`src/awt_pkg.sv`:
```
// Shared types and constants for the alphanumeric word tokenizer.
package awt_pkg;

   // Default buffer size in bytes, and the width of a job's word length field.
   localparam int BUFFER_BYTES_DEF = 64;
   localparam int JOB_LEN_W        = 7;
   localparam int CSR_W            = 7;
   localparam int CMP_W            = 8;
   localparam logic [CSR_W-1:0] MAX_LEN_RESET = 7'd32;

   // Output queue depth and the width of its fill count.
   localparam int OUTQ_DEPTH = 4;
   localparam int OUTQ_PTR_W = 2;
   localparam int OUTQ_CNT_W = 3;

   // ASCII codes used by the classifier.
   localparam logic [7:0] CH_UPPER_A = 8'h41;
   localparam logic [7:0] CH_UPPER_Z = 8'h5A;
   localparam logic [7:0] CH_LOWER_A = 8'h61;
   localparam logic [7:0] CH_LOWER_Z = 8'h7A;
   localparam logic [7:0] CH_DIGIT_0 = 8'h30;
   localparam logic [7:0] CH_DIGIT_9 = 8'h39;
   localparam logic [7:0] CASE_OFFSET = 8'h20;

   // One input request: a text byte or an end-of-line marker.
   typedef struct packed {
      logic [7:0] char_in;
      logic       line_end;
   } req_type;

   // One result: a byte of a kept word.
   typedef struct packed {
      logic [7:0] word_char;
      logic       word_last;
   } rsp_type;

   // A finished word handed from the front to the back.
   typedef struct packed {
      logic                 valid;
      logic                 bank;
      logic [JOB_LEN_W-1:0] len;
   } job_type;

   // Byte write into the word buffer (index travels separately).
   typedef struct packed {
      logic       en;
      logic       bank;
      logic [7:0] data;
   } buf_wr_type;

   // The back has issued the last read of a bank.
   typedef struct packed {
      logic valid;
      logic bank;
   } done_type;

   // Lower-case an ASCII byte.
   function automatic logic [7:0] lower_ascii(input logic [7:0] c);
      logic [7:0] r;
      r = c;
      if (c >= CH_UPPER_A && c <= CH_UPPER_Z) begin
         r = c + CASE_OFFSET;
      end
      return r;
   endfunction

endpackage

```
`src/awt_front.sv`:
```
// Front end: classifies requests, builds the current word and hands finished words on.
module awt_front #(
   parameter int BUFFER_BYTES = awt_pkg::BUFFER_BYTES_DEF,
   parameter int IDX_W        = (BUFFER_BYTES > 1) ? $clog2(BUFFER_BYTES) : 1,
   parameter int CNT_W        = $clog2(BUFFER_BYTES + 2)
) (
   input  logic                        clock,
   input  logic                        reset,
   input  logic                        push,
   output logic                        full,
   input  awt_pkg::req_type            req_data,
   input  logic                        csr_valid,
   output logic                        csr_ready,
   input  logic [awt_pkg::CSR_W-1:0]   csr_wdata,
   input  logic                        job_ready,
   output awt_pkg::job_type            job_o,
   output awt_pkg::buf_wr_type         wr_o,
   output logic [IDX_W-1:0]            wr_idx,
   input  awt_pkg::done_type           done_i
);

   logic [awt_pkg::CSR_W-1:0] max_len_ff, max_len_in;
   logic [CNT_W-1:0]          count_ff, count_in;
   logic                      in_word_ff, in_word_in;
   logic                      has_letter_ff, has_letter_in;
   logic                      cur_bank_ff, cur_bank_in;
   logic [1:0]                busy_ff, busy_in;

   logic                      accept;
   logic [7:0]                ch;
   logic                      is_letter, is_digit, is_alnum;
   logic [awt_pkg::CMP_W-1:0] limit;
   logic                      keep;

   // Configuration register is always writable.
   assign csr_ready = 1'b1;

   // Stall while the bank being filled still waits to be read out, or while the job queue is full.
   assign full   = busy_ff[cur_bank_ff] || !job_ready;
   assign accept = push && !full;

   // Classify the lower-cased byte.
   always_comb begin
      ch        = awt_pkg::lower_ascii(req_data.char_in);
      is_letter = (ch >= awt_pkg::CH_LOWER_A) && (ch <= awt_pkg::CH_LOWER_Z);
      is_digit  = (ch >= awt_pkg::CH_DIGIT_0) && (ch <= awt_pkg::CH_DIGIT_9);
      is_alnum  = !req_data.line_end && (is_letter || is_digit);
   end

   // Effective limit is the smaller of the register and the buffer size.
   always_comb begin
      if (awt_pkg::CMP_W'(max_len_ff) > awt_pkg::CMP_W'(BUFFER_BYTES)) begin
         limit = awt_pkg::CMP_W'(BUFFER_BYTES);
      end else begin
         limit = awt_pkg::CMP_W'(max_len_ff);
      end
      keep = in_word_ff && has_letter_ff && (awt_pkg::CMP_W'(count_ff) <= limit);
   end

   // Buffer write of the current byte while the word still fits.
   always_comb begin
      wr_o.en   = accept && is_alnum && (count_ff < CNT_W'(BUFFER_BYTES));
      wr_o.bank = cur_bank_ff;
      wr_o.data = ch;
      wr_idx    = count_ff[IDX_W-1:0];
   end

   // Word bookkeeping and job handoff.
   always_comb begin
      max_len_in    = max_len_ff;
      count_in      = count_ff;
      in_word_in    = in_word_ff;
      has_letter_in = has_letter_ff;
      cur_bank_in   = cur_bank_ff;
      busy_in       = busy_ff;
      job_o.valid   = 1'b0;
      job_o.bank    = cur_bank_ff;
      job_o.len     = awt_pkg::JOB_LEN_W'(count_ff);

      if (csr_valid) begin
         max_len_in = csr_wdata;
      end

      if (done_i.valid) begin
         busy_in[done_i.bank] = 1'b0;
      end

      if (accept) begin
         if (is_alnum) begin
            in_word_in    = 1'b1;
            has_letter_in = has_letter_ff || is_letter;
            if (count_ff <= CNT_W'(BUFFER_BYTES)) begin
               count_in = count_ff + CNT_W'(1);
            end
         end else begin
            if (keep) begin
               job_o.valid          = 1'b1;
               busy_in[cur_bank_ff] = 1'b1;
               cur_bank_in          = !cur_bank_ff;
            end
            in_word_in    = 1'b0;
            has_letter_in = 1'b0;
            count_in      = '0;
         end
      end
   end

   // State registers.
   always_ff @(posedge clock) begin
      if (reset) begin
         max_len_ff    <= awt_pkg::MAX_LEN_RESET;
         count_ff      <= '0;
         in_word_ff    <= 1'b0;
         has_letter_ff <= 1'b0;
         cur_bank_ff   <= 1'b0;
         busy_ff       <= '0;
      end else begin
         max_len_ff    <= max_len_in;
         count_ff      <= count_in;
         in_word_ff    <= in_word_in;
         has_letter_ff <= has_letter_in;
         cur_bank_ff   <= cur_bank_in;
         busy_ff       <= busy_in;
      end
   end

endmodule

```
`src/awt_jobq.sv`:
```
// Two-entry queue of finished words between the front and the back.
module awt_jobq (
   input  logic             clock,
   input  logic             reset,
   input  awt_pkg::job_type push_job,
   output logic             ready,
   output awt_pkg::job_type head_job,
   input  logic             pop
);

   awt_pkg::job_type slot_ff [2];
   awt_pkg::job_type slot_in [2];
   logic             wr_ptr_ff, wr_ptr_in;
   logic             rd_ptr_ff, rd_ptr_in;
   logic [1:0]       cnt_ff, cnt_in;
   logic             do_push, do_pop;

   assign ready   = (cnt_ff != 2'd2);
   assign do_push = push_job.valid && ready;
   assign do_pop  = pop && (cnt_ff != 2'd0);

   // Head entry, marked valid only when something is queued.
   always_comb begin
      head_job       = slot_ff[rd_ptr_ff];
      head_job.valid = (cnt_ff != 2'd0);
   end

   // Pointer and count update.
   always_comb begin
      slot_in   = slot_ff;
      wr_ptr_in = wr_ptr_ff;
      rd_ptr_in = rd_ptr_ff;
      cnt_in    = cnt_ff;
      if (do_push) begin
         slot_in[wr_ptr_ff] = push_job;
         wr_ptr_in          = !wr_ptr_ff;
      end
      if (do_pop) begin
         rd_ptr_in = !rd_ptr_ff;
      end
      if (do_push && !do_pop) begin
         cnt_in = cnt_ff + 2'd1;
      end else if (!do_push && do_pop) begin
         cnt_in = cnt_ff - 2'd1;
      end
   end

   // Entry storage needs no reset.
   always_ff @(posedge clock) begin
      slot_ff <= slot_in;
   end

   // Control registers.
   always_ff @(posedge clock) begin
      if (reset) begin
         wr_ptr_ff <= 1'b0;
         rd_ptr_ff <= 1'b0;
         cnt_ff    <= '0;
      end else begin
         wr_ptr_ff <= wr_ptr_in;
         rd_ptr_ff <= rd_ptr_in;
         cnt_ff    <= cnt_in;
      end
   end

endmodule

```
`src/awt_back.sv`:
```
// Back end: word buffer memory, read-out sequencer and result queue.
module awt_back #(
   parameter int BUFFER_BYTES = awt_pkg::BUFFER_BYTES_DEF,
   parameter int IDX_W        = (BUFFER_BYTES > 1) ? $clog2(BUFFER_BYTES) : 1
) (
   input  logic                clock,
   input  logic                reset,
   input  awt_pkg::buf_wr_type wr_i,
   input  logic [IDX_W-1:0]    wr_idx,
   input  awt_pkg::job_type    job_i,
   output logic                job_pop,
   output awt_pkg::done_type   done_o,
   output logic                empty,
   input  logic                pop,
   output awt_pkg::rsp_type    rsp_data
);

   // Two banks: one being filled by the front, one being read here.
   logic [7:0] mem [2][BUFFER_BYTES];

   logic [IDX_W-1:0]               rd_idx_ff, rd_idx_in;
   logic                           rdv_ff;
   logic                           rd_last_ff;
   logic [7:0]                     rd_data_ff;

   awt_pkg::rsp_type               outq_ff [awt_pkg::OUTQ_DEPTH];
   logic [awt_pkg::OUTQ_PTR_W-1:0] head_ff, head_in;
   logic [awt_pkg::OUTQ_PTR_W-1:0] tail_ff, tail_in;
   logic [awt_pkg::OUTQ_CNT_W-1:0] cnt_ff, cnt_in;

   logic                           space;
   logic                           issue;
   logic                           issue_last;
   logic                           do_pop;

   // Room for one more byte, counting the read in flight.
   assign space = (cnt_ff + awt_pkg::OUTQ_CNT_W'(rdv_ff)) <
                  awt_pkg::OUTQ_CNT_W'(awt_pkg::OUTQ_DEPTH);
   assign issue = job_i.valid && space;
   assign issue_last = (awt_pkg::JOB_LEN_W'(rd_idx_ff) + awt_pkg::JOB_LEN_W'(1)) == job_i.len;

   assign job_pop      = issue && issue_last;
   assign done_o.valid = issue && issue_last;
   assign done_o.bank  = job_i.bank;

   // Read index steps through the word and restarts for the next one.
   always_comb begin
      rd_idx_in = rd_idx_ff;
      if (issue) begin
         if (issue_last) begin
            rd_idx_in = '0;
         end else begin
            rd_idx_in = rd_idx_ff + IDX_W'(1);
         end
      end
   end

   // Buffer write port.
   always_ff @(posedge clock) begin
      if (wr_i.en) begin
         mem[wr_i.bank][wr_idx] <= wr_i.data;
      end
   end

   // Buffer read port with registered data.
   always_ff @(posedge clock) begin
      if (issue) begin
         rd_data_ff <= mem[job_i.bank][rd_idx_ff];
         rd_last_ff <= issue_last;
      end
   end

   // Result queue control.
   assign empty    = (cnt_ff == '0);
   assign do_pop   = pop && !empty;
   assign rsp_data = outq_ff[head_ff];

   always_comb begin
      head_in = head_ff;
      tail_in = tail_ff;
      cnt_in  = cnt_ff;
      if (rdv_ff) begin
         tail_in = tail_ff + awt_pkg::OUTQ_PTR_W'(1);
      end
      if (do_pop) begin
         head_in = head_ff + awt_pkg::OUTQ_PTR_W'(1);
      end
      if (rdv_ff && !do_pop) begin
         cnt_in = cnt_ff + awt_pkg::OUTQ_CNT_W'(1);
      end else if (!rdv_ff && do_pop) begin
         cnt_in = cnt_ff - awt_pkg::OUTQ_CNT_W'(1);
      end
   end

   // Result queue storage.
   always_ff @(posedge clock) begin
      if (rdv_ff) begin
         outq_ff[tail_ff] <= '{word_char: rd_data_ff, word_last: rd_last_ff};
      end
   end

   // Control registers.
   always_ff @(posedge clock) begin
      if (reset) begin
         rd_idx_ff <= '0;
         rdv_ff    <= 1'b0;
         head_ff   <= '0;
         tail_ff   <= '0;
         cnt_ff    <= '0;
      end else begin
         rd_idx_ff <= rd_idx_in;
         rdv_ff    <= issue;
         head_ff   <= head_in;
         tail_ff   <= tail_in;
         cnt_ff    <= cnt_in;
      end
   end

endmodule

```
`src/alnum_word_tokenizer_unit.sv`:
```
// Top level of the alphanumeric word tokenizer: front, job queue and back.
//
//   channel   handshake            payload
//   request   push / full          req_data  (char_in, line_end)
//   result    pop / empty          rsp_data  (word_char, word_last)
//   config    csr_valid/csr_ready  csr_wdata (max_word_length)
//
// Each request is accepted while full is low. A kept word's first byte passes the job queue,
// read register and result queue; the rest follow one per cycle unless the result queue fills.
// The front fills one of two buffer banks while the back reads the other; full
// rises when the bank to fill is still being read out.
// Reset is synchronous and clears all control state; buffer contents are not reset.
// A stalled result side fills the four-entry result queue and then holds the back.
module alnum_word_tokenizer_unit #(
   parameter int BUFFER_BYTES = awt_pkg::BUFFER_BYTES_DEF
) (
   input  logic                      clock,
   input  logic                      reset,
   input  logic                      push,
   output logic                      full,
   input  awt_pkg::req_type          req_data,
   output logic                      empty,
   input  logic                      pop,
   output awt_pkg::rsp_type          rsp_data,
   input  logic                      csr_valid,
   output logic                      csr_ready,
   input  logic [awt_pkg::CSR_W-1:0] csr_wdata
);

   localparam int IDX_W = (BUFFER_BYTES > 1) ? $clog2(BUFFER_BYTES) : 1;
   localparam int CNT_W = $clog2(BUFFER_BYTES + 2);

   awt_pkg::job_type    job_push;
   awt_pkg::job_type    job_head;
   logic                job_ready;
   logic                job_pop;
   awt_pkg::buf_wr_type buf_wr;
   logic [IDX_W-1:0]    buf_wr_idx;
   awt_pkg::done_type   done;

   // Request side: classify and collect words.
   awt_front #(
      .BUFFER_BYTES (BUFFER_BYTES),
      .IDX_W        (IDX_W),
      .CNT_W        (CNT_W)
   ) u_front (
      .clock     (clock),
      .reset     (reset),
      .push      (push),
      .full      (full),
      .req_data  (req_data),
      .csr_valid (csr_valid),
      .csr_ready (csr_ready),
      .csr_wdata (csr_wdata),
      .job_ready (job_ready),
      .job_o     (job_push),
      .wr_o      (buf_wr),
      .wr_idx    (buf_wr_idx),
      .done_i    (done)
   );

   // Finished words waiting for read-out.
   awt_jobq u_jobq (
      .clock    (clock),
      .reset    (reset),
      .push_job (job_push),
      .ready    (job_ready),
      .head_job (job_head),
      .pop      (job_pop)
   );

   // Result side: read words out byte by byte.
   awt_back #(
      .BUFFER_BYTES (BUFFER_BYTES),
      .IDX_W        (IDX_W)
   ) u_back (
      .clock    (clock),
      .reset    (reset),
      .wr_i     (buf_wr),
      .wr_idx   (buf_wr_idx),
      .job_i    (job_head),
      .job_pop  (job_pop),
      .done_o   (done),
      .empty    (empty),
      .pop      (pop),
      .rsp_data (rsp_data)
   );

   // A finished word is never offered to a full job queue.
   assert property (@(posedge clock) disable iff (reset)
      job_push.valid |-> job_ready)
      else $error("word handed over while job queue full");

   // The back only finishes a bank for a queued word.
   assert property (@(posedge clock) disable iff (reset)
      done.valid |-> job_head.valid)
      else $error("bank released with no word queued");

   // The front never writes the bank the back is releasing.
   assert property (@(posedge clock) disable iff (reset)
      (buf_wr.en && done.valid) |-> (buf_wr.bank != done.bank))
      else $error("buffer write into a bank still being read");

endmodule
```
`config.mk`:
```
export PLATFORM = sky130hd
export DESIGN_NAME = alnum_word_tokenizer_unit
export DESIGN_NICKNAME = d
export VERILOG_FILES = /design/src/awt_pkg.sv /design/src/awt_front.sv /design/src/awt_jobq.sv /design/src/awt_back.sv /design/src/alnum_word_tokenizer_unit.sv
export SDC_FILE = /design/constraint.sdc
export NUM_CORES = 1
export LEC_CHECK = 0
export BUFFER_PORTS_ARGS = -buffer_cell sky130_fd_sc_hd__clkbuf_2
export CAP_MARGIN = 40
export CORE_MARGIN = 4
export CORE_UTILIZATION = 50
export CTS_CLUSTER_SIZE = 28
export DETAILED_ROUTE_END_ITERATION = 7
export PLACE_DENSITY_LB_ADDON = 0.05
export SLEW_MARGIN = 20
export SYNTH_ARGS = -nofsm -noshare
export SYNTH_HDL_FRONTEND = slang
export SYNTH_HIERARCHICAL = 1
export SYNTH_SLANG_ARGS = --single-unit
export TNS_END_PERCENT = 30
```
`constraint.sdc`:
```
create_clock -name clock -period 11.1 [get_ports clock]
set_input_delay 2.22 -clock clock [delete_from_list [all_inputs] [get_ports clock]]
set_output_delay 2.22 -clock clock [all_outputs]
set_load 0.1 [all_outputs]
```
Word level (Yosys, flattened, before mapping). Memory sizes are Yosys's and may differ from the RTL's. A register that Yosys moved wholly into a read port is not among the register bits. Index checks and enable logic that the tools add are counted.

Bits in registers: 64. Memory bits (writable): 1060. Memories: 2.

Memories: u_back.mem (words 2, bits a word 512, rd ports 1, clocked after Yosys merged registers in 0, write ports 1, RTL line awt_back.sv:19) `logic [7:0] mem [2][BUFFER_BYTES];`; u_back.outq_ff (words 4, bits a word 9, rd ports 1, clocked after Yosys merged registers in 1, write ports 1, RTL line awt_back.sv:26) `awt_pkg::rsp_type outq_ff [awt_pkg::OUTQ_DEPTH];`.

$add $sub $neg: 11. Magnitude comparators: 21. Equality and inequality tests: 3. Mux-type cells: 41. Bitwise gates (word level): 8. Reduce and logical (&&, ||, !) cells: 42.

Operator list (number): $mux W512 (1); $mux W8 (7); $bmux W8 S6 (1); $demux W8 S6 (1); $logic_and A1 B1 Y1 (22); $mux W7 (3); $bwmux W18 (1); $ge A8 B7 Y1 const B (2); $le A8 B7 Y1 const B (2); $mux W2 (8); $ge A7 B7 Y1 const B (2); $not A6 Y7 (2); $mux W1 (12); $logic_not A1 Y1 (11); $demux W9 S1 (1); $mux W9 (1); $add A8 B6 Y8 const B (1); $ge A8 B6 Y1 const B (1); $le A8 B6 Y1 const B (1); $add A6 B1 Y7 const B (1); $add A7 B1 Y7 const B (1); $eq A7 B7 Y1 (1); $gt A7 B7 Y1 const B (1); $le A7 B7 Y1 (1); 28 further kinds (41).

Logic depth before layout (Yosys ltp).
Depth in word-level cells: 15. Mapped depth: 13. Mapped depth without buffers: 13.

Hierarchy. The synthesis kept the hierarchy.

By module, submodules not included: awt_back (instances 1, cells an instance 2045, area each 42365.6 µm², seq. area each 32421.1 µm²); awt_front (instances 1, cells an instance 149, area each 1281.2 µm², seq. area each 380.4 µm²); awt_jobq (instances 1, cells an instance 47, area each 782.0 µm², seq. area each 560.5 µm²).

Least setup slack after synthesis. OpenSTA, ideal clock, no wires.

Kind: input port to flip-flop. Start point: input port req_data[2] (netlist bit). End point: memory u_back/mem[0][103] (netlist bit), data pin. Setup time: 1.229 ns. Arrival: 7.908 ns. Data required time: 9.871 ns. Setup slack: 1.963 ns. Stages: 4. Path buffers: 0. Path through: a21oi_1 -> o22a_1 -> nand3_1 -> o31ai_1.

RTL lines: start, declared (RTL line alnum_word_tokenizer_unit.sv:21) `input awt_pkg::req_type req_data,`; end, declared (RTL line awt_back.sv:19).

==> metrics.txt <==
final setup vio count 0; maximum clock rate 0.159 GHz; Port-buffer cells 31; CTS tree built; FF+latch count, synth 1124; final antenna-violating net count 0; static leakage 0.0161 uW; worst rel slew slack 34.5%; Ports 33; largest net degree at the start of global routing 116; count of cell types in the netlist 73; final setup TNS 0 ns; die area 93700 um^2; H-tree depth 3; Non-Filler Instances 3574; first-pass GRT wire length 163000 um; number of global-route vias before repair 22400; fin nets 2355; Placer Congestion 0.863; Worst EP arrival 6.61 ns; CTS Buf Count 114; Avg Cell Area, Syn 19.8 um^2; Post-CTS Resized 0; Seq/Total Area, Yosys 75.1%; Yosys top cell by area edfxtp_1; Syn Std Cell Area 44400 um^2; number of detailed-route iterations in the first pass 5; Worst Tran Pin Value 0.983 ns; Synth top area share 73.3%; share of cells above drive strength 1 22.1%; routed via count 22300; CTS sink cnt 1124; synth top area cells edfxtp_1, mux4_2, mux2i_1; endpoint class of the critical path flop; Die Width 306 um; crit path kind input port to flop; Core Footprint 88200 um^2; HPWL after DPL 70900 um; hold-fix buffers at CTS 0; Vias/cell 6.23; status completed; P per Cell Area 177 nW/um^2; Final Cycle Share 56.8%; std cell rows 109; Synth top cells by count edfxtp_1, mux4_2, nor2_1; Cells after Synth 2241; # diodes 0; initial DRC count 2629; final hold viol count 0; Clock Latency Late Sink 0.69 ns; Syn Nets 2280; postcts setup bufs 0; detailed-route wire length per cell 31.5 um; area delta synth->final 11.9%; GRT Util Overall 24.1%; Top FF cell, synth edfxtp_1; clock buffer depth 3; Die Ht 306 um; Hold Crit Class flop to flop; Remaining DRCs 0; Root Buffer clkbuf_16; # Max-Cap Violations 0; Setup crit start kind input port; most instantiated library cell after synthesis edfxtp_1; final slew viol count 0; RSZ-0062 raised after global routing false; Clk pin slew, worst setup/hold paths 0.06 ns; Total Wirelength 112000 um; Async S/R FF share, synth 0%; Placed Cells incl. Taps 3362; Tmin final 6.31 ns; Worst VDD drop 0.137 mV; initial antenna violation count 2; Post-synth EDFFs 1085; Layout Skew 0.0244 ns; YS warnings 6; GRT overflow 0; Worst EP required 11.40 ns; worst-path maximum fanout 62; Starting Density 50.4%
layer usage:
layer / global-route usage [%] / up-vias / routed length (um)
met1: 36.2 / 11800 / 48200
met2: 37.6 / 956 / 53200
li1: - / 9328 / -
met3: 4.23 / 154 / 8650
met4: 5.77 / 0 / 2330
met5: 0 / - / 0
sequential cells by signal, indices dropped and copies added (netlist names), 2 cells and up, named ones only:
register / cells
u_back/rd_data_ff: 8
u_front/count_ff: 7
u_back/outq_ff: 36
u_back/head_ff: 2
u_jobq/slot_ff: 16
u_front/busy_ff: 2
u_back/tail_ff: 2
u_jobq/cnt_ff: 2
u_front/max_len_ff: 7
u_back/rd_idx_ff: 6
u_back/mem: 1024
u_back/cnt_ff: 3
where the power goes:
part | internal, uW | leakage [uW] | switching (uW)
Sequential | 4660 | 0.0101 | 21.6
Clock | 2220 | 0.00180 | 1590
Combinational | 75.0 | 0.00414 | 248
Total | 6960 | 0.0161 | 1860
worst max-delay path, stage by stage:
cell	delay, ns
buf_4	0.61
or4_4	0.27
o22ai_1	0.10
o41a_2	0.39
buf_4	0.37
o31a_1	0.52
nor3_1	0.19
buf_4	0.27
nand3_1	0.67
buf_4	0.46
nor2_1	0.51
kinds of logic (layout without fill, tap and decap cells):
logic type / Yosys count / in the layout / share of synthesized area (%)
AO/OA/AOI/OAI: 201 / 201 / 3.28
XOR/XNOR: 22 / 22 / 0.434
adder cells (fa/ha/maj): 18 / 18 / 0.524
buffers and inverters: 146 / 314 / 2.05
flip-flops: 1124 / 1124 / 75.1
multiplexers: 338 / 338 / 14.5
other: 1 / 1 / 0.00844
AND/OR/NAND/NOR: 391 / 391 / 4.11
cell usage in the layout, fill, tap and decap left out, drive strengths merged, types with 12 or more instances in the layout:
cell       n
a21oi     36
a22oi     54
and3      21
buf       64
bufinv    14
clkbuf   156
clkinv    57
dfxtp     39
edfxtp  1085
ha        17
inv       13
mux2      16
mux2i     81
mux4     241
nand2     81
nand3     29
nor2     169
nor2b     16
o21ai     17
o22ai     16
xor2      12
stage by stage:
stage / instance area, um^2 / setup WS, ns / total power (uW) / utilization (%) / hold WS [ns]
after floorplan: 44400 / 1.96 / 4990 / - / 0.441
after global placement: 45600 / 3.75 / 5090 / 51.7 / 0.454
after detailed placement: 45900 / 4.05 / 5100 / 52.0 / 0.460
after CTS: 49600 / 4.78 / 8890 / 56.3 / 0.468
after global routing: 49700 / 4.61 / 9100 / 56.3 / 0.512
final: 49700 / 4.79 / 8810 / 56.3 / 0.470
final cells by class:
type / count / area (um^2)
well taps: 1165 / 1460
inverters: 15 / 56.3
repair buffers: 90 / 886
clock inverters: 79 / 797
fillers: 6565 / 38500
multi-input cells: 971 / 10200
clock buffers: 130 / 2930
flip-flops and latches: 1124 / 33400
worst paths after layout:
| kind | start | to | slack (ns) | depth (start not counted) |
|---|---|---|---|---|
| worst max-delay path | req_data[5] | u_back/mem[0][53] | 4.79 | 11 |
| worst min-delay path | u_front/busy_ff[1] | u_front/busy_ff[1] | 0.47 | 2 |
| worst min register to register | u_front/busy_ff[1] | u_front/busy_ff[1] | 0.47 | 2 |
| worst max register to register | u_back/rd_idx_ff[2] | u_jobq/cnt_ff[1] | 6.75 | 10 |
Power figures use the tool's default switching activity.
